**src/design/ppei_pkg.sv**
```systemverilog
// Shared types and constants of the polyline against polygon edge ring test.
// Used by the channel interfaces, the front end and the job queue.
package ppei_pkg;

  localparam int POINT_W = 16;
  localparam int QUEUE_DEPTH = 4;

  typedef enum logic {
    REQ_VERTEX = 1'b0,
    REQ_CORNER = 1'b1
  } req_type_t;

endpackage

```
**src/design/ppei_if.sv**
```systemverilog
// Valid/ready channel interfaces for the point input and the hit result.
// Depends on ppei_pkg for the coordinate field width.
interface ppei_in_if;
  logic                                valid;
  logic                                ready;
  logic                                req_type;
  logic signed [ppei_pkg::POINT_W-1:0] point_x;
  logic signed [ppei_pkg::POINT_W-1:0] point_y;
  logic                                last_corner;

  modport source(output valid, req_type, point_x, point_y, last_corner, input ready);
  modport sink(input valid, req_type, point_x, point_y, last_corner, output ready);
endinterface


```
**src/design/ppei_front.sv**
```systemverilog
// Front end: accepts points, keeps the polyline and ring corners, and issues edge jobs.
// Depends on ppei_pkg and ppei_in_if; feeds ppei_queue.
module ppei_front #(
  parameter int CW = 16,
  parameter int NV = 3,
  localparam int JW = 2 + 2 * NV * CW + 4 * CW
) (
  input  logic          clk,
  input  logic          rst_n,
  ppei_in_if.sink       in_ch,
  output logic          push_valid,
  input  logic          push_ready,
  output logic [JW-1:0] push_job
);

  typedef struct packed {
    logic                test;
    logic                emit;
    logic [NV-1:0][CW-1:0] vx;
    logic [NV-1:0][CW-1:0] vy;
    logic [CW-1:0]       ax;
    logic [CW-1:0]       ay;
    logic [CW-1:0]       bx;
    logic [CW-1:0]       by;
  } edge_job_t;

  localparam int EW = (CW > ppei_pkg::POINT_W) ? CW : ppei_pkg::POINT_W;

  logic [NV-1:0][CW-1:0] vx_r, vy_r;
  logic [CW-1:0]         first_x_r, first_y_r;
  logic [CW-1:0]         prev_x_r, prev_y_r;
  logic                  seen_r;
  logic                  pend_r;
  edge_job_t             pend_job_r;
  edge_job_t             new_job;
  edge_job_t             close_job;
  logic                  new_push;
  logic                  accept;
  logic                  is_corner;
  logic signed [EW-1:0]  ext_x, ext_y;
  logic [CW-1:0]         cx, cy;

  assign ext_x     = EW'(in_ch.point_x);
  assign ext_y     = EW'(in_ch.point_y);
  assign cx        = ext_x[CW-1:0];
  assign cy        = ext_y[CW-1:0];
  assign in_ch.ready = !pend_r && push_ready;
  assign accept    = in_ch.valid && in_ch.ready;
  assign is_corner = in_ch.req_type == ppei_pkg::REQ_CORNER;

  always_comb begin
    new_job.test = seen_r;
    new_job.emit = !seen_r;
    new_job.vx   = vx_r;
    new_job.vy   = vy_r;
    new_job.ax   = prev_x_r;
    new_job.ay   = prev_y_r;
    new_job.bx   = cx;
    new_job.by   = cy;
    close_job.test = 1'b1;
    close_job.emit = 1'b1;
    close_job.vx   = vx_r;
    close_job.vy   = vy_r;
    close_job.ax   = cx;
    close_job.ay   = cy;
    close_job.bx   = first_x_r;
    close_job.by   = first_y_r;
  end

  assign new_push   = accept && is_corner && (seen_r || in_ch.last_corner);
  assign push_valid = pend_r || new_push;
  assign push_job   = pend_r ? JW'(pend_job_r) : JW'(new_job);

  always_ff @(posedge clk) begin
    if (!rst_n) begin
      vx_r      <= '0;
      vy_r      <= '0;
      first_x_r <= '0;
      first_y_r <= '0;
      prev_x_r  <= '0;
      prev_y_r  <= '0;
      seen_r    <= 1'b0;
      pend_r    <= 1'b0;
    end else begin
      if (pend_r && push_ready) begin
        pend_r <= 1'b0;
      end
      if (accept) begin
        if (!is_corner) begin
          vx_r <= {cx, vx_r[NV-1:1]};
          vy_r <= {cy, vy_r[NV-1:1]};
        end else begin
          prev_x_r <= cx;
          prev_y_r <= cy;
          if (!seen_r) begin
            first_x_r <= cx;
            first_y_r <= cy;
          end
          if (in_ch.last_corner) begin
            seen_r <= 1'b0;
            pend_r <= seen_r;
          end else begin
            seen_r <= 1'b1;
          end
        end
      end
    end
  end

  always_ff @(posedge clk) begin
    if (accept && is_corner && in_ch.last_corner) begin
      pend_job_r <= close_job;
    end
  end

`ifndef SYNTHESIS
  // A pending closing edge means the ring has already been closed.
  a_pend_ring_closed: assert property (@(posedge clk) disable iff (!rst_n)
    pend_r |-> !seen_r)
    else $error("closing edge pending while ring still open");

  // The front end never offers two jobs in one cycle.
  a_single_push: assert property (@(posedge clk) disable iff (!rst_n)
    new_push |-> !pend_r)
    else $error("new job issued while closing edge pending");
`endif

endmodule

```
**src/flat_wrapper.sv**
```systemverilog
// flat-port wrapper written by rule: the top's interface ports become plain ports
module ppei_front_flat 
#(
  parameter int CW = 16,
  parameter int NV = 3,
  localparam int JW = 2 + 2 * NV * CW + 4 * CW
)
  (clk, rst_n, push_valid, push_ready, push_job, in_ch_valid, in_ch_req_type, in_ch_point_x, in_ch_point_y, in_ch_last_corner, in_ch_ready);
  ppei_in_if in_ch_i ();
  input  logic clk;
  input  logic rst_n;
  output logic push_valid;
  input  logic push_ready;
  output logic [JW-1:0] push_job;
  input wire logic [$bits(in_ch_i.valid)-1:0] in_ch_valid;
  input wire logic [$bits(in_ch_i.req_type)-1:0] in_ch_req_type;
  input wire logic [$bits(in_ch_i.point_x)-1:0] in_ch_point_x;
  input wire logic [$bits(in_ch_i.point_y)-1:0] in_ch_point_y;
  input wire logic [$bits(in_ch_i.last_corner)-1:0] in_ch_last_corner;
  output wire logic [$bits(in_ch_i.ready)-1:0] in_ch_ready;
  assign in_ch_i.valid = in_ch_valid;
  assign in_ch_i.req_type = in_ch_req_type;
  assign in_ch_i.point_x = in_ch_point_x;
  assign in_ch_i.point_y = in_ch_point_y;
  assign in_ch_i.last_corner = in_ch_last_corner;
  assign in_ch_ready = in_ch_i.ready;
  ppei_front #(.CW(CW), .NV(NV)) u_core (.clk(clk), .rst_n(rst_n), .in_ch(in_ch_i), .push_valid(push_valid), .push_ready(push_ready), .push_job(push_job));
endmodule
```
**config.mk**
```make
export PLATFORM = sky130hd
export DESIGN_NAME = ppei_front_flat
export DESIGN_NICKNAME = d
export VERILOG_FILES = /design/src/design/ppei_pkg.sv /design/src/design/ppei_if.sv /design/src/design/ppei_front.sv /design/src/flat_wrapper.sv
export SDC_FILE = /design/constraint.sdc
export NUM_CORES = 1
export LEC_CHECK = 0
export BUFFER_PORTS_ARGS = -buffer_cell sky130_fd_sc_hd__buf_2
export CAP_MARGIN = 20
export CORE_UTILIZATION = 50
export DETAILED_ROUTE_END_ITERATION = 10
export GPL_ROUTABILITY_DRIVEN = 0
export PLACE_DENSITY = 0.72
export SETUP_SLACK_MARGIN = 0.05
export SLEW_MARGIN = 30
export SYNTH_ARGS = -nofsm -noshare
export SYNTH_HDL_FRONTEND = slang
export SYNTH_SLANG_ARGS = --single-unit
```
**constraint.sdc**
```tcl
create_clock -name clk -period 6.2 [get_ports clk]
set_input_delay 0.93 -clock clk [delete_from_list [all_inputs] [get_ports clk]]
set_output_delay 0.93 -clock clk [all_outputs]
set_load 0.1 [all_outputs]
```
==> results.tsv <==
stage	metric	value	unit
sta	period_minus_slack	3770	ps
global_routing	grt_max_degree	131	
sta	slew_viol_final	0	
floorplanning	row_count	58	
synth	yosys.area.top_type	edfxtp_1	
finish	instances_no_fill	1581	
placement	dp_hpwl	16900	um
sta	fin_skew	8.99	ps
worst_setup_path	critical_path_peak_fanout	67	
power_and_ir_drop	p_per_area	307	mW/mm^2
synth	synthFlopType	dfxtp_1	
worst_setup_path	start_kind	flop	
sta	post-route-period-util	60.8	%
power_and_ir_drop	switching_share	24.5	%
synth	syn_avg_cell_area	12.2	um^2
clock_tree	cts.clk_slew.worst_paths	60	ps
synth	synthTopCellsByArea	edfxtp_1 (38%), dfxtp_1 (25%), mux2_2 (14%), nand2_1 (9.4%), a21boi_0 (6.9%)	
floorplanning	num_io_pins	202	
sta	slew-limit-headroom	39.4	%
synth	yosysTopAreaCellShare	37.5	%
synth	yosys-top-cells-count	nand2_1 (321), dfxtp_1 (162), edfxtp_1 (160), mux2_2 (160), a21boi_0 (117)	
floorplanning	die_h	162	um
worst_setup_path	required	5270	ps
clock_tree	clkSinkCount	322	
sta	setup_violations	0	
power_and_ir_drop	clkPwrFrac	41.5	%
global_routing	overflow	0	
power_and_ir_drop	cellInternalPower	0.00349	W
sta	rsz0062_at_grt	no	
finish	drive_gt1_share	34.2	%
worst_setup_path	worstSetupPathType	reg2out	
synth	syn_nets	1088	
run	drv_cap	0	
detailed_routing	drc	0	
clock_tree	ctsHoldBuffers	0	
detailed_routing	drt_pass1_iterations	4	
clock_tree	ctsResizeCount	0	
worst_setup_path	crit_slowest_cell	buf_4	
synth	async_flop_share	0	%
clock_tree	cts_buffers	34	
detailed_routing	drt_iter0_markers	498	
power_and_ir_drop	ir_worst_vdd	0.000178	V
placement	io_buffers	201	
min_path	hold_class	reg2reg	
worst_setup_path	path_cells	buf_4, mux2_2, buf_2	
clock_tree	worst_skew_pair.late_latency	500	ps
finish	area_growth	17.9	%
synth	ys_warn_count	0	
detailed_routing	ant_nets	0	
detailed_routing	vias	8119	
global_routing	grt_pass1_vias	7715	
clock_tree	root_buffer	clkbuf_16	
status	status	complete, no violations	
placement	pre_cts_ws	2910	ps
synth	seq_area_frac_synth	62.9	%
synth	synth_most_common_cell	nand2_1	
synth	ys_ff_latch	322	
detailed_routing	wl	27500	um
power_and_ir_drop	seq_power_share	49.5	%
sta	fin_ws	2430	ps
floorplanning	die-area	0.0263	mm^2
global_routing	grtUsageTotal	20.6	%
floorplanning	start_util	50.8	%
finish	fin_nets	1264	
detailed_routing	post_drt_wl_per_cell	17.4	um
synth	synth_edf_count	160	
power_and_ir_drop	p_leak	5.77	nW
clock_tree	htreeDepth	2	
clock_tree	cts_tree	done	
synth	netlist_instances	1050	
finish	num_antenna_cells	0	
worst_setup_path	slowest_delay	810	ps
global_routing	antenna_found_initial	0	
power_and_ir_drop	combPwrFrac	9.0	%
worst_setup_path	arrival	2840	ps
clock_tree	cts_buffer_depth	3	
synth	synth_cell_types	24	
clock_tree	post-cts-setup-buffers	0	
sta	hold_viol	0	
global_routing	grt_first_pass_wirelength	42500	um
sta	worst_pin_slew	908	ps
worst_setup_path	cp-end-kind	primary output	
floorplanning	die_x	162	um
detailed_routing	routed_via_density	5.14	
synth	synthesis.area	0.0128	mm^2
floorplanning	core	0.0252	mm^2
sta	max_freq	0.265	GHz
power_and_ir_drop	switching_power	0.00114	W
placement	dp_cells	1520	
sta	tns	0	ps
-- kinds of logic after synthesis --
kind of cell / Yosys count / synth area share, %
AO/OA/AOI/OAI: 131 / 7.68
buffers and inverters: 72 / 2.74
flip-flops: 322 / 62.9
multiplexers: 192 / 16.6
AND/OR/NAND/NOR: 333 / 10.2
-- cells in the final DEF (no fill, tap or decap), types with 4 or more instances in the layout --
cell type / instances
nand2_1: 321
buf_2: 200
dfxtp_1: 161
mux2_2: 160
edfxtp_1: 160
a21boi_0: 117
clkbuf_16: 37
mux2i_1: 32
a21boi_1: 11
clkinv_2: 9
clkbuf_8: 5
clkinv_1: 5
buf_4: 5
clkbuf_1: 4
buf_6: 4
-- registers in the layout (all words and copies together) (netlist names) --
signal	cells
u_core.prev_x_r	16
u_core.close_job	96
u_core.prev_y_r	16
u_core.pend_r	1
u_core.seen_r	1
u_core.first_x_r	16
u_core.pend_job_r	160
u_core.first_y_r	16
-- cell type report --
cell class | instances | area, um^2
Clock buffer | 46 | 1010
Timing Repair Buffer | 211 | 1120
Multi-Input combinational cell | 656 | 4430
Clock inverter | 15 | 71.3
Fill cell | 2067 | 10100
Tap cell | 330 | 413
Sequential cell | 322 | 8050
Inverter | 1 | 3.75
-- final timing paths --
path | cells after the start | startpoint | slack [ps] | to
worst max-delay path | 3 | u_core.pend_r$_SDFF_PN0_ | 2430 | push_job[143]
worst min-delay path | 0 | u_core.first_x_r[11]$_SDFFE_PN0P_ | 420 | u_core.pend_job_r[27]$_DFFE_PP_
worst max register to register | 4 | u_core.pend_r$_SDFF_PN0_ | 3420 | u_core.pend_job_r[76]$_DFFE_PP_
worst min register to register | 0 | u_core.first_x_r[11]$_SDFFE_PN0P_ | 420 | u_core.pend_job_r[27]$_DFFE_PP_
-- power by group through the flow --
stage	registers, W	clock network [W]	logic [W]
floorplan	0.00233	0	0.000333
global placement	0.00234	0	0.000413
detailed placement	0.00234	0	0.000417
CTS	0.00229	0.00196	0.000417
global route	0.00230	0.00204	0.000433
finish	0.00229	0.00192	0.000415
-- worst max-delay path, delay by kind of cell, from the launching register on --
family / cells / cell delay (ps)
buffers and inverters: 2 / 1240
DFF: 1 / 730
muxes: 1 / 320
-- through the flow --
| step | hold slack, ps | power [W] | instance area, um^2 | utilization, % |
|---|---|---|---|---|
| global placement | 411 | 0.00275 | 14000 | 55.6 |
| finish | 424 | 0.00463 | 15100 | 60.0 |
| floorplan | 408 | 0.00267 | 12800 | - |
| CTS | 427 | 0.00467 | 15100 | 60.0 |
| detailed placement | 413 | 0.00276 | 14000 | 55.7 |
| global route | 435 | 0.00477 | 15100 | 60.0 |
-- per-layer routing --
metal	wire, um	GRT usage [%]	vias up	part of all wire (%)
li1	-	-	3994	-
met1	13000	30.2	3866	47
met2	12500	31.3	210	45
met3	1310	2.96	49	4.8
met4	674	6.73	0	2.5
met5	0	0	-	0
Power figures use the tool's default switching activity.
