[config.mk]
export PLATFORM = sky130hd
export DESIGN_NAME = ppei_queue
export DESIGN_NICKNAME = d
export VERILOG_FILES = /design/src/design/ppei_pkg.sv /design/src/design/ppei_queue.sv
export SDC_FILE = /design/constraint.sdc
export NUM_CORES = 1
export LEC_CHECK = 0
export ABC_CLOCK_PERIOD_IN_PS = 6850
export BUFFER_PORTS_ARGS = -buffer_cell sky130_fd_sc_hd__buf_4
export CORE_UTILIZATION = 48
export CTS_CLUSTER_DIAMETER = 120
export CTS_CLUSTER_SIZE = 25
export DETAILED_ROUTE_END_ITERATION = 7
export GPL_TIMING_DRIVEN = 0
export PLACE_DENSITY_LB_ADDON = 0.2
export REMOVE_ABC_BUFFERS = 1
export SETUP_SLACK_MARGIN = 0.15
export SLEW_MARGIN = 20
export SYNTH_ARGS = -nofsm -noshare
export SYNTH_HDL_FRONTEND = slang
export SYNTH_SLANG_ARGS = --single-unit
[constraint.sdc]
create_clock -name clk -period 6.85 [get_ports clk]
set_input_delay 1.7125 -clock clk [delete_from_list [all_inputs] [get_ports clk]]
set_output_delay 1.7125 -clock clk [all_outputs]
set_load 0.005 [all_outputs]
[src/design/ppei_pkg.sv]
// Shared types and constants of the polyline against polygon edge ring test.
// Used by the channel interfaces, the front end and the job queue.
package ppei_pkg;

  localparam int POINT_W = 16;
  localparam int QUEUE_DEPTH = 4;

  typedef enum logic {
    REQ_VERTEX = 1'b0,
    REQ_CORNER = 1'b1
  } req_type_t;

endpackage

[src/design/ppei_queue.sv]
// Short FIFO of edge jobs between the front end and the intersection back end.
// Depends on ppei_pkg for its depth.
module ppei_queue #(
  parameter int W = 8
) (
  input  logic         clk,
  input  logic         rst_n,
  input  logic         push_valid,
  output logic         push_ready,
  input  logic [W-1:0] push_data,
  input  logic         pop,
  output logic         pop_valid,
  output logic [W-1:0] pop_data
);

  localparam int AW = (ppei_pkg::QUEUE_DEPTH > 1) ? $clog2(ppei_pkg::QUEUE_DEPTH) : 1;
  localparam logic [AW-1:0] LAST_SLOT = AW'(ppei_pkg::QUEUE_DEPTH - 1);
  localparam logic [AW:0] FULL_COUNT = (AW + 1)'(ppei_pkg::QUEUE_DEPTH);

  logic [W-1:0]  slot_r [ppei_pkg::QUEUE_DEPTH];
  logic [AW-1:0] wr_ptr_r, wr_ptr_nxt;
  logic [AW-1:0] rd_ptr_r, rd_ptr_nxt;
  logic [AW:0]   count_r, count_nxt;
  logic          do_push;
  logic          do_pop;

  assign push_ready = count_r != FULL_COUNT;
  assign pop_valid  = count_r != '0;
  assign pop_data   = slot_r[rd_ptr_r];
  assign do_push    = push_valid && push_ready;
  assign do_pop     = pop && pop_valid;

  always_comb begin
    wr_ptr_nxt = wr_ptr_r;
    rd_ptr_nxt = rd_ptr_r;
    if (do_push) begin
      wr_ptr_nxt = (wr_ptr_r == LAST_SLOT) ? '0 : wr_ptr_r + AW'(1);
    end
    if (do_pop) begin
      rd_ptr_nxt = (rd_ptr_r == LAST_SLOT) ? '0 : rd_ptr_r + AW'(1);
    end
    count_nxt = count_r + (AW + 1)'(do_push) - (AW + 1)'(do_pop);
  end

  always_ff @(posedge clk) begin
    if (!rst_n) begin
      wr_ptr_r <= '0;
      rd_ptr_r <= '0;
      count_r  <= '0;
    end else begin
      wr_ptr_r <= wr_ptr_nxt;
      rd_ptr_r <= rd_ptr_nxt;
      count_r  <= count_nxt;
    end
  end

  always_ff @(posedge clk) begin
    if (do_push) begin
      slot_r[wr_ptr_r] <= push_data;
    end
  end

endmodule

==> impl_metrics.py, run 1 <==
metrics = {
    "global_routing": {
        "first_global_vias": 827,
        "antenna_found_initial": 0,
        "grt_pass1_wl_mm": 3.90,
        "grt_max_degree": 13,
        "grtUsageTotal": 0.163,
        "overflow": 0,
    },
    "critical_path": {
        "path_buf_inv": 1,
        "crit_fanout": 8,
        "worstPathCellList": "mux4_2 -> buf_4",
        "worstSetupEndpointType": "output pin",
        "cp_top_family": "flip-flops",
        "cp.arrival_ns": 1.73,
        "worstPathRequired_ns": 5.14,
        "crit_type": "register to output pin",
        "start_kind": "register",
        "worst_path_largest_cell_delay_ns": 0.68,
        "critPathSlowestCell": "dfxtp_1",
    },
    "detailed_routing": {
        "drt_drc_violations_left": 0,
        "vias": 836,
        "first_pass_iters": 4,
        "wl_per_cell_um": 14.8,
        "drt_iter0_drc": 13,
        "avgViaCountPerCell": 5.13,
        "routed_wirelength_mm": 2.42,
        "antenna_left": 0,
    },
    "timing": {
        "drv_slew": 0,
        "skew_ns": 0.00649,
        "fmax_mhz": 290,
        "min_period_over_period": 0.503,
        "rsz0062_at_grt": "no",
        "worst_pin_slew_ns": 0.539,
        "min_period_ns": 3.45,
        "slew-limit-headroom": 0.638,
        "fin_setup_tns_ns": 0,
        "setup_violations": 0,
        "hold_viol": 0,
    },
    "die": {
        "dieArea_um2": 3650,
        "core_um2": 3150,
        "ios": 22,
        "initial_core_util": 0.520,
        "die_h_um": 60.4,
        "fp-row-count": 20,
        "die_x_um": 60.4,
    },
    "cts": {
        "clk_path_buf_depth": 2,
        "post-cts-setup-buffers": 0,
        "clk_latency_ns": 0.33,
        "ctsHoldBuffers": 0,
        "numCtsBuffers": 5,
        "clk_pin_slew_ns": 0.11,
        "cts_sinks": 41,
        "cts_tree": "done",
        "cts_resized": 0,
        "clock-root-buffer": "clkbuf_4",
        "htreeDepth": 2,
    },
    "logic_synthesis": {
        "yosysTopAreaCell": "edfxtp_1",
        "syn_avg_cell_area_um2": 17.4,
        "syn-cell-area_um2": 1640,
        "synth_common_cells": "edfxtp_1 (32), dfxtp_1 (9), mux4_2 (8)",
        "ys_seq_area_frac": 0.696,
        "synth.distinct_cells": 26,
        "yosysTopAreaCellShare": 0.586,
        "synth.top_cells.by_area": "edfxtp_1 (59%), dfxtp_1 (11%), mux4_2 (11%)",
        "async_flop_share": 0,
        "ys_warn_count": 0,
        "ys_seq_elements": 41,
        "synthCells": 94,
        "synth_flop_cell": "edfxtp_1",
        "yosysMostFrequentCell": "edfxtp_1",
        "synth_edf_count": 32,
    },
    "power": {
        "power.density_nw_per_um2": 318,
        "power_mw": 0.597,
        "power_leakage_nw": 0.697,
        "peakVddDrop_uv": 204,
    },
    "cells_and_area": {
        "num_antenna_cells": 0,
        "nNetsFinal": 138,
        "syn_to_final_growth_pct": 14.6,
        "drive_gt1_frac": 0.328,
        "fillers": 273,
    },
    "flow_run": {
        "drv_cap": 0,
    },
    "place": {
        "gp_congestion": 0.622,
        "post-dp-hpwl_mm": 1.72,
        "port_buffers": 21,
    },
    "outcome": {
        "status": "complete, no violations",
    },
    "hold_path": {
        "hold_class": "register to register",
    },
}
power breakdown:
| part | total (mW) | internal (mW) | switching (mW) |
|---|---|---|---|
| registers | 0.333 | 0.304 | 0.0290 |
| logic | 0.156 | 0.0959 | 0.0606 |
| clock network | 0.108 | 0.0372 | 0.0704 |
state kept, by name (all words and copies together), names as in the netlist, named ones only:
signal / count
count_r: 3
rd_ptr_r: 2
slot_r: 32
wr_ptr_r: 2
through the flow:
stage | utilization | hold WS [ns] | setup slack, ns | instance area (um^2) | cells
after floorplan | - | 0.468 | 3.60 | 1620 | 90
after global placement | 0.580 | 0.487 | 3.40 | 1830 | 155
after detailed placement | 0.580 | 0.501 | 3.36 | 1830 | 155
after CTS | 0.596 | 0.518 | 3.33 | 1880 | 163
after global routing | 0.596 | 0.560 | 3.26 | 1880 | 163
final | 0.596 | 0.511 | 3.40 | 1880 | 163
placed cells by master, fill, tap and decap left out, drive strengths merged:
master | netlist | layout
o31ai | 1 | 1
nor2b | 1 | 1
edfxtp | 32 | 32
or3 | 1 | 1
dfxtp | 9 | 9
or3b | 1 | 1
nand3 | 2 | 2
fa | 1 | 1
clkinv | 0 | 3
nand4 | 1 | 1
xnor2 | 2 | 2
nor2 | 2 | 2
clkbuf | 1 | 5
and3 | 4 | 4
buf | 3 | 21
mux4 | 8 | 8
ha | 7 | 7
and2 | 3 | 3
mux2i | 1 | 1
inv | 6 | 6
o21ai | 3 | 3
nand2 | 5 | 5
area by class of cell:
cell class	instances	area, um^2	share of cell area
timing repair buffer	21	158	0.0839
clock buffer	5	37.5	0.0200
inverter	6	22.5	0.0120
tap	44	55.1	0.0293
sequential	41	1140	0.608
clock inverter	3	12.5	0.00666
multi-input combinational	43	452	0.241
path summary, 6_finish.rpt:
| path | startpoint | end | slack, ns | depth (start not counted) |
|---|---|---|---|---|
| setup / recovery | register | pop_data[2] | 3.40 | 2 |
| hold / removal | wr_ptr_r[1] | wr_ptr_r[1] | 0.51 | 2 |
| setup reg to reg | count_r[1] | count_r[2] | 4.38 | 11 |
| hold reg to reg | wr_ptr_r[1] | wr_ptr_r[1] | 0.51 | 2 |
tightest hold or removal path: stages (launching register included):
cell     delay [ns]
dfxtp_1        0.36
nand2_1        0.06
mux2i_1        0.06
layer usage:
| layer | wire length [um] | GRT usage | share of wire |
|---|---|---|---|
| met1 | 986 | 0.176 | 0.41 |
| met2 | 1290 | 0.273 | 0.54 |
| met3 | 106 | 0.0661 | 0.044 |
| met4 | 31 | 0.0877 | 0.013 |
| met5 | 0 | 0 | 0 |
kinds of logic (layout without fill, tap and decap cells):
kind of cell | after synthesis | in the layout | synth area share
AOI/OAI and AO/OA | 4 | 4 | 0.0137
xor gates and xnor gates | 2 | 2 | 0.0107
adders and majority gates | 8 | 8 | 0.0656
buffers and inverters | 10 | 35 | 0.0282
DFF | 41 | 41 | 0.696
muxes | 9 | 9 | 0.116
and+or+nand+nor | 20 | 20 | 0.0695
Note: power is estimated with default switching activity, not from simulation.
==> inputs of run 2 (changes only) <==
--- a/config.mk
+++ b/config.mk
@@ -5,7 +5,8 @@
 export SDC_FILE = /design/constraint.sdc
 export NUM_CORES = 1
 export LEC_CHECK = 0
-export ABC_CLOCK_PERIOD_IN_PS = 6850
+export ABC_AREA = 1
+export ABC_CLOCK_PERIOD_IN_PS = 3250
 export BUFFER_PORTS_ARGS = -buffer_cell sky130_fd_sc_hd__buf_4
 export CORE_UTILIZATION = 48
 export CTS_CLUSTER_DIAMETER = 120
==> constraint.sdc (replaced) <==
create_clock -name clk -period 3.25 [get_ports clk]
set_input_delay 0.8125 -clock clk [delete_from_list [all_inputs] [get_ports clk]]
set_output_delay 0.8125 -clock clk [all_outputs]
set_load 0.005 [all_outputs]
==> run 2 against run 1 <==
Compared with the run above: sequential cell count unchanged; register-to-register slack got worse by 3.1 ns; hold slack better by 0.015 ns; cell count is 30% higher; clock power grew to 2.6 times the previous value; non-clock buffer count unchanged; final area increased by 4.3%; wire length grew 15%; clock skew shrank 0.0033 ns; setup slack got worse by 2.7 ns; critical path depth grew 2; critical path type unchanged; largest power group unchanged.
==> impl_metrics.py, run 2 <==
metrics = {
    "logic_synthesis": {
        "synth_common_cells": "edfxtp_1 (32), nor2_1 (29), inv_1 (13)",
        "ys_seq_elements": 41,
        "yosysTopAreaCellShare": 0.566,
        "syn-cell-area_um2": 1700,
        "synthCells": 139,
        "synth_edf_count": 32,
        "synth.top_cells.by_area": "edfxtp_1 (57%), dfxtp_1 (11%), nor2_1 (6.4%)",
        "ys_warn_count": 0,
        "yosysMostFrequentCell": "edfxtp_1",
        "synth_flop_cell": "edfxtp_1",
        "synth.mux.area_fraction": 0,
        "synth_top_family_by_area": "simple AND/OR/NAND/NOR gates",
        "synth.distinct_cells": 23,
        "ys_seq_area_frac": 0.673,
        "synth-compound-area-share": 0.0907,
        "async_flop_share": 0,
        "synth_xor_area_frac": 0.00516,
        "yosysTopAreaCell": "edfxtp_1",
        "synth_fa_ha_area_frac": 0.0634,
        "synthSimpleGateAreaFrac": 0.124,
        "syn_avg_cell_area_um2": 12.2,
    },
    "die": {
        "initial_core_util": 0.504,
        "dieArea_um2": 3780,
        "die_x_um": 61.5,
        "fp-row-count": 21,
        "die_h_um": 61.5,
        "core_um2": 3360,
        "ios": 22,
    },
    "cells_and_area": {
        "num_antenna_cells": 0,
        "largest_reg_flops": 32,
        "final_common_cell": "edfxtp_1",
        "reg_top3": "slot_r (32), count_r (3)",
        "top_register": "slot_r",
        "post-route-util": 0.583,
        "nNetsFinal": 185,
        "drive_gt1_frac": 0.235,
        "syn_to_final_growth_pct": 15.5,
        "final_cell_mix": "edfxtp_1 (32), nor2_1 (29), buf_4 (21)",
    },
    "global_routing": {
        "grtUsageTotal": 0.171,
        "grt_max_degree": 18,
        "overflow": 0,
        "antenna_found_initial": 0,
        "first_global_vias": 1007,
        "grt_pass1_wl_mm": 4.34,
    },
    "critical_path": {
        "reg2reg_depth": 12,
        "r2r_end": "count_r[2]",
        "worstPathCellList": "inv_2 -> o21ai_0 -> o22ai_1 -> buf_4",
        "start_kind": "register",
        "worstSetupEndpointType": "output pin",
        "cp_top_family": "flip-flops",
        "cp.arrival_ns": 1.78,
        "crit_fanout": 17,
        "path_buf_inv": 2,
        "critPathSlowestCell": "dfxtp_1",
        "worstPathRequired_ns": 2.44,
        "worst_path_largest_cell_delay_ns": 0.70,
        "rr_startpoint": "count_r[1]",
        "endpoint": "pop_data[0]",
        "crit_cells": 4,
        "reg2reg_setup_slack_ns": 1.32,
        "crit_type": "register to output pin",
    },
    "cts": {
        "numCtsBuffers": 5,
        "cts_resized": 0,
        "cts_sinks": 41,
        "clk_path_buf_depth": 2,
        "clk_pin_slew_ns": 0.11,
        "ctsHoldBuffers": 0,
        "htreeDepth": 2,
        "clock-root-buffer": "clkbuf_4",
        "post-cts-setup-buffers": 0,
        "cts_tree": "done",
        "clk_latency_ns": 0.34,
    },
    "timing": {
        "fin_setup_tns_ns": 0,
        "rsz0062_at_grt": "no",
        "drv_slew": 0,
        "hold_viol": 0,
        "setup_violations": 0,
        "fmax_mhz": 386,
        "worst_pin_slew_ns": 0.779,
        "min_period_ns": 2.59,
        "slew-limit-headroom": 0.479,
        "min_period_over_period": 0.798,
        "skew_ns": 0.00321,
    },
    "place": {
        "port_buffers": 21,
        "post-dp-hpwl_mm": 1.89,
        "gp_congestion": 0.709,
    },
    "flow_run": {
        "drv_cap": 0,
    },
    "detailed_routing": {
        "vias": 1049,
        "first_pass_iters": 4,
        "wl_per_cell_um": 13.1,
        "drt_iter0_drc": 28,
        "antenna_left": 0,
        "avgViaCountPerCell": 4.95,
        "routed_wirelength_mm": 2.78,
        "drt_drc_violations_left": 0,
    },
    "power": {
        "p_switching_mw": 0.465,
        "combPwrFrac": 0.315,
        "power.density_nw_per_um2": 745,
        "power_leakage_nw": 0.770,
        "peakVddDrop_uv": 361,
        "swShare": 0.318,
        "internal_power_mw": 0.996,
        "power_frac_clock": 0.190,
        "p_seq_frac": 0.495,
    },
    "hold_path": {
        "hold_class": "register to register",
    },
    "outcome": {
        "status": "complete, no violations",
    },
}
## run 2: cell count changes in the layout (fill, tap and decap cells not counted), sizes merged, moves of 3 or more
cell,before,now
o21ai,3,16
and2,3,0
and3,4,0
inv,6,14
o22ai,0,8
mux4,8,0
nor2,2,32
nand2,5,11
## run 2: kinds of logic (layout without fill, tap and decap cells)
family,after synthesis,count (layout)
simple gates,47,47
flops,41,41
compound gates,26,26
buf+inv,16,43
fa+ha+maj,8,8
xor+xnor,1,1
## run 2: through the flow
step / instances / instance area, um^2 / hold WS (ns) / worst slack [ns] / power, mW
final: 212 / 1960 / 0.526 / 0.656 / 1.46
after global routing: 212 / 1960 / 0.560 / 0.477 / 1.57
after CTS: 212 / 1960 / 0.538 / 0.603 / 1.48
after detailed placement: 204 / 1890 / 0.517 / 0.961 / 1.21
after global placement: 204 / 1890 / 0.494 / 0.994 / 1.18
after floorplan: 137 / 1670 / 0.479 / 1.16 / 0.995
## run 2: routing by layer
metal | global-route usage | up-vias | wire length (um)
met3 | 0.0462 | 7 | 140
met5 | 0 | - | 0
met4 | 0.0952 | 0 | 67
li1 | - | 536 | -
met2 | 0.314 | 23 | 1480
met1 | 0.177 | 483 | 1090
## run 2: how the worst min path moves through the flow
stage | from | end | slack, ns | cells past startpoint
2_1_floorplan | rd_ptr_r[1] | register | 0.48 | 2
3_3_place_gp | rd_ptr_r[1] | rd_ptr_r[1] | 0.49 | 2
3_5_place_dp | rd_ptr_r[0] | register | 0.52 | 2
4_1_cts | rd_ptr_r[1] | register | 0.54 | 2
5_1_grt | rd_ptr_r[1] | register | 0.56 | 2
6_report | rd_ptr_r[1] | register | 0.53 | 2
## run 2: layout make-up
type                       count  area, um^2
multi-input combinational     82         480
fill                         321        1400
clock buffer                   7        65.1
timing repair buffer          21         158
inverter                      14        52.6
sequential                    41        1140
clock inverter                 1        5.00
tap                           46        57.6
## run 2: power groups by stage
stage | Combinational [mW] | Sequential [mW] | Clock, mW
5_1_grt | 0.532 | 0.734 | 0.306
2_1_floorplan | 0.281 | 0.714 | 0
6_report | 0.460 | 0.724 | 0.277
3_3_place_gp | 0.449 | 0.733 | 0
4_1_cts | 0.470 | 0.726 | 0.286
3_5_place_dp | 0.467 | 0.738 | 0
## run 2: worst min-delay path, delay by kind of cell (launching register included)
| kind | cells | cell delay, ns |
|---|---|---|
| AND/OR/NAND/NOR | 2 | 0.16 |
| flip-flops | 1 | 0.34 |
